--- src/sv/cgb_pkg.sv ---
// Shared types, constants and register codes of the clipped glyph row blitter.
`timescale 1ns / 1ps

package cgb_pkg;

    // Rows per glyph; the row counter wraps after this many requests.
    localparam int GLYPH_ROWS  = 12;
    // Columns per glyph row, fixed by the left input byte and the upper nibble of the right one.
    localparam int GLYPH_COLS  = 12;
    localparam int COL_W       = $clog2(GLYPH_COLS);
    localparam int ROW_W       = 4;
    // Default depth of the queue between front and back.
    localparam int QUEUE_DEPTH = 4;
    localparam int CFG_IDX_W   = 3;
    localparam int CFG_DATA_W  = 32;

    typedef enum logic [CFG_IDX_W-1:0] {
        REG_CLIP_X_MIN = 3'd0,
        REG_CLIP_X_MAX = 3'd1,
        REG_CLIP_Y_MIN = 3'd2,
        REG_CLIP_Y_MAX = 3'd3,
        REG_FRAME_BASE = 3'd4,
        REG_ROW_PITCH  = 3'd5
    } reg_idx_t;

    typedef struct packed {
        logic signed [15:0] clip_x_min;
        logic signed [15:0] clip_x_max;
        logic signed [15:0] clip_y_min;
        logic signed [15:0] clip_y_max;
        logic        [31:0] frame_base;
        logic        [15:0] row_pitch;
    } cfg_t;

    // One classified row: surviving pixel columns, address of column 0, ink.
    typedef struct packed {
        logic [GLYPH_COLS-1:0] mask;
        logic [31:0]           row_base;
        logic [15:0]           ink;
    } row_t;

    // Queue status seen by both sides.
    typedef struct packed {
        logic full;
        logic empty;
    } q_stat_t;

endpackage

--- src/sv/cgb_front.sv ---
// Front end: accepts glyph rows, clips them and computes the row base address.
`timescale 1ns / 1ps

module cgb_front (
    input  logic                 aclk,
    input  logic                 aresetn,
    input  cgb_pkg::cfg_t        cfg,
    input  logic                 s_valid,
    output logic                 s_ready,
    input  logic [7:0]           s_left_bits,
    input  logic [7:0]           s_right_bits,
    input  logic signed [15:0]   s_origin_x,
    input  logic signed [15:0]   s_origin_y,
    input  logic [15:0]          s_ink_color,
    output logic                 q_push,
    output cgb_pkg::row_t        q_data,
    input  cgb_pkg::q_stat_t     q_stat
);

    localparam int NC = cgb_pkg::GLYPH_COLS;

    logic [cgb_pkg::ROW_W-1:0] row_reg, row_next;
    logic                      st_valid_reg, st_valid_next;
    logic [NC-1:0]             st_mask_reg;
    logic [31:0]               st_prod_reg;
    logic signed [15:0]        st_ox_reg;
    logic [15:0]               st_ink_reg;

    logic [NC-1:0]             bits;
    logic [NC-1:0]             mask;
    logic signed [16:0]        y_pos;
    logic signed [16:0]        x_pos;
    logic                      y_in;
    logic signed [33:0]        prod_full;
    logic                      accept;
    logic                      st_adv;
    logic [31:0]               off_sum;

    always_comb begin
        bits  = {s_left_bits, s_right_bits[7:4]};
        y_pos = $signed({s_origin_y[15], s_origin_y}) + $signed({13'd0, row_reg});
        y_in  = (y_pos >= $signed({cfg.clip_y_min[15], cfg.clip_y_min}))
             && (y_pos <= $signed({cfg.clip_y_max[15], cfg.clip_y_max}));
        mask  = '0;
        x_pos = '0;
        for (int c = 0; c < NC; c++) begin
            x_pos = $signed({s_origin_x[15], s_origin_x}) + $signed(17'(c));
            mask[NC-1-c] = bits[NC-1-c] && y_in
                && (x_pos >= $signed({cfg.clip_x_min[15], cfg.clip_x_min}))
                && (x_pos <= $signed({cfg.clip_x_max[15], cfg.clip_x_max}));
        end
        prod_full = y_pos * $signed({1'b0, cfg.row_pitch});
    end

    // Drop rows with no surviving pixel; otherwise wait for queue room.
    assign st_adv  = st_valid_reg && ((st_mask_reg == '0) || !q_stat.full);
    assign s_ready = !st_valid_reg || st_adv;
    assign accept  = s_valid && s_ready;

    always_comb begin
        off_sum         = st_prod_reg + {{16{st_ox_reg[15]}}, st_ox_reg};
        q_push          = st_adv && (st_mask_reg != '0);
        q_data.mask     = st_mask_reg;
        q_data.row_base = cfg.frame_base + {off_sum[30:0], 1'b0};
        q_data.ink      = st_ink_reg;
    end

    always_comb begin
        row_next      = row_reg;
        st_valid_next = st_valid_reg;
        if (accept) begin
            row_next = (row_reg == cgb_pkg::ROW_W'(cgb_pkg::GLYPH_ROWS - 1))
                     ? '0 : row_reg + 1'b1;
            st_valid_next = 1'b1;
        end else if (st_adv) begin
            st_valid_next = 1'b0;
        end
    end

    always_ff @(posedge aclk) begin
        if (!aresetn) begin
            row_reg      <= '0;
            st_valid_reg <= 1'b0;
        end else begin
            row_reg      <= row_next;
            st_valid_reg <= st_valid_next;
        end
    end

    always_ff @(posedge aclk) begin
        if (accept) begin
            st_mask_reg <= mask;
            st_prod_reg <= prod_full[31:0];
            st_ox_reg   <= s_origin_x;
            st_ink_reg  <= s_ink_color;
        end
    end

endmodule

--- src/sv/cgb_queue.sv ---
// Short queue of classified rows between the front and back ends.
`timescale 1ns / 1ps

module cgb_queue #(
    parameter int DEPTH = cgb_pkg::QUEUE_DEPTH
) (
    input  logic             aclk,
    input  logic             aresetn,
    input  logic             push,
    input  cgb_pkg::row_t    push_data,
    input  logic             pop,
    output cgb_pkg::row_t    head,
    output cgb_pkg::q_stat_t stat
);

    localparam int PTR_W = (DEPTH > 1) ? $clog2(DEPTH) : 1;
    localparam int CNT_W = $clog2(DEPTH + 1);

    cgb_pkg::row_t    mem [DEPTH];
    logic [PTR_W-1:0] wr_ptr_reg, rd_ptr_reg;
    logic [CNT_W-1:0] count_reg;

    assign stat.full  = (count_reg == CNT_W'(DEPTH));
    assign stat.empty = (count_reg == '0);
    assign head       = mem[rd_ptr_reg];

    always_ff @(posedge aclk) begin
        if (!aresetn) begin
            wr_ptr_reg <= '0;
            rd_ptr_reg <= '0;
            count_reg  <= '0;
        end else begin
            if (push) begin
                wr_ptr_reg <= (wr_ptr_reg == PTR_W'(DEPTH - 1)) ? '0 : wr_ptr_reg + 1'b1;
            end
            if (pop) begin
                rd_ptr_reg <= (rd_ptr_reg == PTR_W'(DEPTH - 1)) ? '0 : rd_ptr_reg + 1'b1;
            end
            if (push && !pop) begin
                count_reg <= count_reg + 1'b1;
            end else if (pop && !push) begin
                count_reg <= count_reg - 1'b1;
            end
        end
    end

    always_ff @(posedge aclk) begin
        if (push) begin
            mem[wr_ptr_reg] <= push_data;
        end
    end

    a_count_bound: assert property (@(posedge aclk) disable iff (!aresetn)
        count_reg <= CNT_W'(DEPTH))
        else $error("queue count beyond depth");

    a_no_overflow: assert property (@(posedge aclk) disable iff (!aresetn)
        stat.full && !pop |-> !push)
        else $error("push into full queue");

    a_no_underflow: assert property (@(posedge aclk) disable iff (!aresetn)
        stat.empty |-> !pop)
        else $error("pop from empty queue");

endmodule

--- src/sv/cgb_back.sv ---
// Back end: walks a row's pixel mask and issues one framebuffer write per cycle while m_ready and the queue allow.
`timescale 1ns / 1ps

module cgb_back (
    input  logic             aclk,
    input  logic             aresetn,
    input  cgb_pkg::row_t    q_head,
    input  cgb_pkg::q_stat_t q_stat,
    output logic             q_pop,
    output logic             m_valid,
    input  logic             m_ready,
    output logic [31:0]      m_write_address,
    output logic [15:0]      m_write_value,
    output logic             m_row_last
);

    localparam int NC = cgb_pkg::GLYPH_COLS;
    localparam int CW = cgb_pkg::COL_W;

    logic [NC-1:0] cur_mask_reg, cur_mask_next;
    logic [31:0]   cur_base_reg;
    logic [15:0]   cur_ink_reg;
    logic          m_valid_reg, m_valid_next;
    logic [31:0]   m_addr_reg;
    logic [15:0]   m_value_reg;
    logic          m_last_reg;

    logic [CW-1:0] col;
    logic [NC-1:0] clear_mask;
    logic [NC-1:0] mask_after;
    logic          emit;

    always_comb begin
        // Leftmost remaining column wins.
        col = '0;
        for (int c = NC - 1; c >= 0; c--) begin
            if (cur_mask_reg[NC-1-c]) begin
                col = CW'(c);
            end
        end
        clear_mask    = cur_mask_reg & ~(NC'(1) << (CW'(NC - 1) - col));
        emit          = (cur_mask_reg != '0) && (!m_valid_reg || m_ready);
        mask_after    = emit ? clear_mask : cur_mask_reg;
        q_pop         = !q_stat.empty && (mask_after == '0);
        cur_mask_next = q_pop ? q_head.mask : mask_after;
        m_valid_next  = m_valid_reg;
        if (emit) begin
            m_valid_next = 1'b1;
        end else if (m_ready) begin
            m_valid_next = 1'b0;
        end
    end

    always_ff @(posedge aclk) begin
        if (!aresetn) begin
            cur_mask_reg <= '0;
            m_valid_reg  <= 1'b0;
        end else begin
            cur_mask_reg <= cur_mask_next;
            m_valid_reg  <= m_valid_next;
        end
    end

    always_ff @(posedge aclk) begin
        if (q_pop) begin
            cur_base_reg <= q_head.row_base;
            cur_ink_reg  <= q_head.ink;
        end
        if (emit) begin
            m_addr_reg  <= cur_base_reg + {{(31 - CW){1'b0}}, col, 1'b0};
            m_value_reg <= cur_ink_reg;
            m_last_reg  <= (clear_mask == '0);
        end
    end

    assign m_valid         = m_valid_reg;
    assign m_write_address = m_addr_reg;
    assign m_write_value   = m_value_reg;
    assign m_row_last      = m_last_reg;

    a_no_empty_rows: assert property (@(posedge aclk) disable iff (!aresetn)
        q_pop |-> q_head.mask != '0)
        else $error("queued row carries no pixel");

    a_load_when_done: assert property (@(posedge aclk) disable iff (!aresetn)
        q_pop |=> cur_mask_reg != '0)
        else $error("loaded row lost its pixels");

endmodule

--- src/sv/clipped_mono_glyph_blit.sv ---
// Top level of the clipped monochrome glyph row blitter.
`timescale 1ns / 1ps
//
//  Channel  Direction  Handshake          Payload
//  s_       in         s_valid/s_ready    left_bits, right_bits, origin_x, origin_y, ink_color
//  m_       out        m_valid/m_ready    write_address, write_value, row_last
//  cfg_     in         cfg_we             cfg_index, cfg_data (no read-back)
//
//  A row request is clipped and registered in the front end; the back end issues one
//  write per cycle while m_ready and the queue allow it, at most 12 writes per row,
//  so the single write port of the back end sets the pace.
//  From accept to first write: front stage, queue, back end row register, output register.
//  Reset (aresetn, synchronous) clears the row counter, the queue, the pixel
//  walker and m_valid, and loads the register defaults.
//  Stalls on m_ready fill the queue; s_ready drops only once it is full.

module clipped_mono_glyph_blit #(
    parameter int QUEUE_DEPTH = cgb_pkg::QUEUE_DEPTH
) (
    input  logic                              aclk,
    input  logic                              aresetn,
    // configuration
    input  logic                              cfg_we,
    input  logic [cgb_pkg::CFG_IDX_W-1:0]     cfg_index,
    input  logic [cgb_pkg::CFG_DATA_W-1:0]    cfg_data,
    // glyph row requests
    input  logic                              s_valid,
    output logic                              s_ready,
    input  logic [7:0]                        s_left_bits,
    input  logic [7:0]                        s_right_bits,
    input  logic signed [15:0]                s_origin_x,
    input  logic signed [15:0]                s_origin_y,
    input  logic [15:0]                       s_ink_color,
    // framebuffer writes
    output logic                              m_valid,
    input  logic                              m_ready,
    output logic [31:0]                       m_write_address,
    output logic [15:0]                       m_write_value,
    output logic                              m_row_last
);

    cgb_pkg::cfg_t    cfg_reg;
    cgb_pkg::row_t    q_in, q_head;
    cgb_pkg::q_stat_t q_stat;
    logic             q_push, q_pop;

    // Register file: writes to unknown indexes are dropped.
    always_ff @(posedge aclk) begin
        if (!aresetn) begin
            cfg_reg.clip_x_min <= '0;
            cfg_reg.clip_x_max <= '0;
            cfg_reg.clip_y_min <= '0;
            cfg_reg.clip_y_max <= '0;
            cfg_reg.frame_base <= '0;
            cfg_reg.row_pitch  <= 16'd1;
        end else if (cfg_we) begin
            case (cgb_pkg::reg_idx_t'(cfg_index))
                cgb_pkg::REG_CLIP_X_MIN: cfg_reg.clip_x_min <= cfg_data[15:0];
                cgb_pkg::REG_CLIP_X_MAX: cfg_reg.clip_x_max <= cfg_data[15:0];
                cgb_pkg::REG_CLIP_Y_MIN: cfg_reg.clip_y_min <= cfg_data[15:0];
                cgb_pkg::REG_CLIP_Y_MAX: cfg_reg.clip_y_max <= cfg_data[15:0];
                cgb_pkg::REG_FRAME_BASE: cfg_reg.frame_base <= cfg_data[31:0];
                cgb_pkg::REG_ROW_PITCH:  cfg_reg.row_pitch  <= cfg_data[15:0];
                default: begin
                end
            endcase
        end
    end

    // Front: clip the row, advance the row counter, form the row base address.
    cgb_front u_front (
        .aclk         (aclk),
        .aresetn      (aresetn),
        .cfg          (cfg_reg),
        .s_valid      (s_valid),
        .s_ready      (s_ready),
        .s_left_bits  (s_left_bits),
        .s_right_bits (s_right_bits),
        .s_origin_x   (s_origin_x),
        .s_origin_y   (s_origin_y),
        .s_ink_color  (s_ink_color),
        .q_push       (q_push),
        .q_data       (q_in),
        .q_stat       (q_stat)
    );

    // Queue: hold classified rows so either side may stall alone.
    cgb_queue #(
        .DEPTH (QUEUE_DEPTH)
    ) u_queue (
        .aclk      (aclk),
        .aresetn   (aresetn),
        .push      (q_push),
        .push_data (q_in),
        .pop       (q_pop),
        .head      (q_head),
        .stat      (q_stat)
    );

    // Back: issue one pixel write per cycle through the output register while m_ready allows.
    cgb_back u_back (
        .aclk            (aclk),
        .aresetn         (aresetn),
        .q_head          (q_head),
        .q_stat          (q_stat),
        .q_pop           (q_pop),
        .m_valid         (m_valid),
        .m_ready         (m_ready),
        .m_write_address (m_write_address),
        .m_write_value   (m_write_value),
        .m_row_last      (m_row_last)
    );

endmodule

--- config.mk ---
export PLATFORM = sky130hd
export DESIGN_NAME = clipped_mono_glyph_blit
export DESIGN_NICKNAME = d
export VERILOG_FILES = /design/src/sv/cgb_pkg.sv /design/src/sv/cgb_front.sv /design/src/sv/cgb_queue.sv /design/src/sv/cgb_back.sv /design/src/sv/clipped_mono_glyph_blit.sv
export SDC_FILE = /design/constraint.sdc
export NUM_CORES = 2
export LEC_CHECK = 0
export BUFFER_PORTS_ARGS = -buffer_cell sky130_fd_sc_hd__buf_2
export CORE_UTILIZATION = 40
export DETAILED_ROUTE_END_ITERATION = 6
export PLACE_DENSITY = 0.64
export RECOVER_POWER = 25
export SYNTH_ARGS = -nofsm -noshare
export SYNTH_HDL_FRONTEND = slang
export SYNTH_SLANG_ARGS = --single-unit
--- constraint.sdc ---
create_clock -name aclk -period 17.1 [get_ports aclk]
set_input_delay 0.855 -clock aclk [delete_from_list [all_inputs] [get_ports aclk]]
set_output_delay 0.855 -clock aclk [all_outputs]
set_load 0.02 [all_outputs]
==> results.py <==
metrics = {
    "worst_setup_path": {
        "critPathTopFamily": "adder cells",
        "worstSetupPathType": "reg2reg",
        "end_kind": "flop",
        "critPathRequiredTime_ns": 17.45,
        "crit_arrival_ns": 8.83,
        "critPathLaunchType": "flop",
        "crit_path_frequent_cell": "fa_1",
        "cp_slowest_cell": "fa_1",
        "crit_buf_inv": 6,
        "slowest_delay_ns": 0.55,
        "crit_path_max_fanout": 18,
    },
    "detailed_routing": {
        "wl_per_cell_um": 20.1,
        "drtIter0Drc": 2248,
        "vias": 31900,
        "routed_via_density": 5.45,
        "drcViolationCount": 0,
        "ant_nets": 0,
        "drt_wl_total_mm": 118,
        "firstDrtPassIters": 5,
    },
    "floorplan": {
        "dieArea_sq_um": 111000,
        "fp.dieW_um": 334,
        "initial_core_util": 0.404,
        "core_area_sq_um": 109000,
        "row_count": 121,
        "die_h_um": 334,
        "ioPinCount": 155,
    },
    "grt": {
        "overflow": 0,
        "antenna_found_initial": 6,
        "met1_usage": 0.296,
        "use_met3": 0.0291,
        "grt_usage": 0.209,
        "grt_pass1_wl_mm": 182,
        "grt_pass1_vias": 31400,
        "grt_max_degree": 84,
        "use_met2": 0.333,
        "grt_busiest_layer": "met2",
    },
    "timing": {
        "hold_violations": 0,
        "tightest_slew_ns": 2.93,
        "fin_skew_ns": 0.0485,
        "layout_worst_path_cycle_share": 0.496,
        "fmax_ghz": 0.118,
        "final.setup.tns_ns": 0,
        "period_needed_ns": 8.48,
        "drv_slew": 362,
        "fin_hold_ws_ns": 0.382,
        "grt_setup_unrepaired": "no",
        "setup_viol": 0,
        "slew_headroom": -0.951,
    },
    "pwr": {
        "powerDensity_nw_per_um2": 101,
        "vdd_drop_max_mv": 0.122,
        "p_leak_nw": 19.8,
    },
    "synth": {
        "synth-edff-count": 412,
        "ys_async_sr_fraction": 0,
        "syn-num-nets": 5184,
        "yosys_warnings": 0,
        "netlist_instances": 4253,
        "ys.flop_type": "edfxtp_1",
        "seq_area_frac_synth": 0.344,
        "synth_area_per_cell_sq_um": 10.4,
        "synth.cell_area_sq_um": 44000,
        "ys_ff_latch": 551,
        "synth.distinct_cells": 78,
    },
    "cells_and_area": {
        "syn2layout_area_growth_pct": 9.63,
        "fillers": 10300,
        "nNetsFinal": 5321,
        "largest_register_ffs": 240,
        "layout-drive-gt1-share": 0.0760,
        "fin_area_sq_um": 48300,
    },
    "clock_tree": {
        "cts.sinks": 551,
        "clk_pin_slew_ns": 0.07,
        "cts-root-buf": "clkbuf_16",
        "clock_path_buffers": 3,
        "insertion_delay_ns": 0.64,
        "htree_levels": 2,
        "numCtsBuffers": 54,
        "postCtsSetupBuffers": 0,
        "cts_hold_buf": 0,
        "cts_tree": "yes",
        "cts_resized": 0,
    },
    "placement": {
        "dp_hpwl_mm": 85.7,
        "placed_area_sq_um": 46600,
        "gp_congestion": 0.952,
        "port_buffers": 150,
    },
    "run_status": {
        "violations": "capacitance limit, slew limit",
        "status": "complete, but fails checks",
    },
    "worst_hold_path": {
        "min_path_type": "in2reg",
    },
    "run": {
        "drv_cap": 15,
    },
}
[routing by layer]
metal,up-vias,part of all wire
met5,-,0.00016
met4,2,0.029
met3,210,0.066
met2,1002,0.45
met1,15600,0.46
li1,15100,-
[through the flow]
stage                     utilization  power, W  setup WS [ns]  instances
after floorplan                     -   0.00323           8.96       4253
after global placement          0.427   0.00369           8.15       5748
after detailed placement        0.427   0.00372           8.08       5748
after CTS                       0.444   0.00493           8.49       5848
after global routing            0.443   0.00519           7.94       5849
final                           0.443   0.00488           8.62       5852
[synthesized netlist by cell type, types with 18 or more instances]
| cell | instances | area (sq um) |
|---|---|---|
| inv_1 | 454 | 1700 |
| dfxtp_1 | 139 | 2780 |
| nor4_1 | 18 | 113 |
| xnor2_1 | 178 | 1560 |
| o211ai_1 | 18 | 135 |
| edfxtp_1 | 412 | 12400 |
| o21a_1 | 30 | 225 |
| a31oi_1 | 24 | 150 |
| nand4_1 | 52 | 325 |
| fa_1 | 264 | 5290 |
| clkbuf_1 | 112 | 420 |
| a211oi_1 | 25 | 188 |
| a21oi_1 | 301 | 1510 |
| xor2_1 | 103 | 902 |
| nor3_1 | 38 | 190 |
| ha_1 | 563 | 7040 |
| nand3_1 | 80 | 400 |
| nand2b_1 | 31 | 194 |
| a21o_1 | 126 | 946 |
| mux4_2 | 60 | 1350 |
| and3_1 | 30 | 188 |
| o21ai_0 | 122 | 611 |
| o21bai_1 | 21 | 158 |
| nor2_1 | 162 | 608 |
| nand2_1 | 498 | 1870 |
| nor2b_1 | 53 | 332 |
| and2_1 | 142 | 888 |
[power breakdown]
part | internal, W | switching [W] | total, W | leakage, nW
logic | 0.000648 | 0.00107 | 0.00171 | 13.9
clock network | 0.000674 | 0.000524 | 0.00120 | 0.875
registers | 0.00184 | 0.000124 | 0.00197 | 4.98
total | 0.00317 | 0.00171 | 0.00488 | 19.8
[final cells by class]
cell class	instances	area, sq um	share of cell area
repair buffers	212	1130	0.0234
diodes	4	10.0	0.000207
clock inverters	24	280	0.00581
inverters	456	1710	0.0355
well taps	1414	1770	0.0366
clock buffers	76	1530	0.0316
multi-input cells	3115	26700	0.553
flip-flops and latches	551	15200	0.314
[logic make-up after synthesis]
| kind of cell | share of synthesized area |
|---|---|
| flip-flops | 0.344 |
| XOR/XNOR | 0.0559 |
| AO/OA/AOI/OAI | 0.112 |
| AND/OR/NAND/NOR | 0.125 |
| adder cells (fa/ha/maj) | 0.280 |
| buffers and inverters | 0.0504 |
| multiplexers | 0.0323 |
[placed cells by master (no fill, tap or decap), drive strengths merged, types with 11 or more instances in the layout]
cell type,Yosys,layout
nor3,39,39
nor2,162,162
buf,19,160
o21bai,21,21
nand2,498,498
fa,264,264
mux4,60,60
dfxtp,139,139
inv,456,457
nand3,80,80
o21a,30,30
and3,30,30
nand4,52,52
edfxtp,412,412
clkbuf,112,128
nor2b,53,53
ha,563,563
xnor2,178,178
xor2,103,103
a21oi,302,302
nor4,18,18
a21o,126,126
a2111oi,11,11
and2,142,142
nand2b,31,31
clkinv,0,17
or3,16,16
o211ai,18,18
a31oi,24,24
a211oi,27,27
o21ai,131,131
[path summary, 6_finish.rpt]
path | startpoint | end | slack (ns) | cells past startpoint
worst min-delay path | s_ink_color[11] | u_front.st_ink_reg[11] | 0.38 | 1
worst max-delay path | u_front.row_reg[0] | u_front.st_prod_reg[29] | 8.62 | 31
worst min register to register | u_back.cur_ink_reg[3] | u_back.m_write_value[3] | 0.42 | 0
worst max register to register | u_front.row_reg[0] | u_front.st_prod_reg[29] | 8.62 | 31
[worst register-to-register path: cells and delay by family, from the launching register on]
family,cells,cell delay (ns)
DFF,1,0.44
adders and majority gates,9,3.89
and+or+nand+nor,9,2.23
buffers and inverters,6,0.57
AOI/OAI and AO/OA,5,0.78
xor gates and xnor gates,2,0.28
Note: power is estimated with default switching activity, not from simulation.
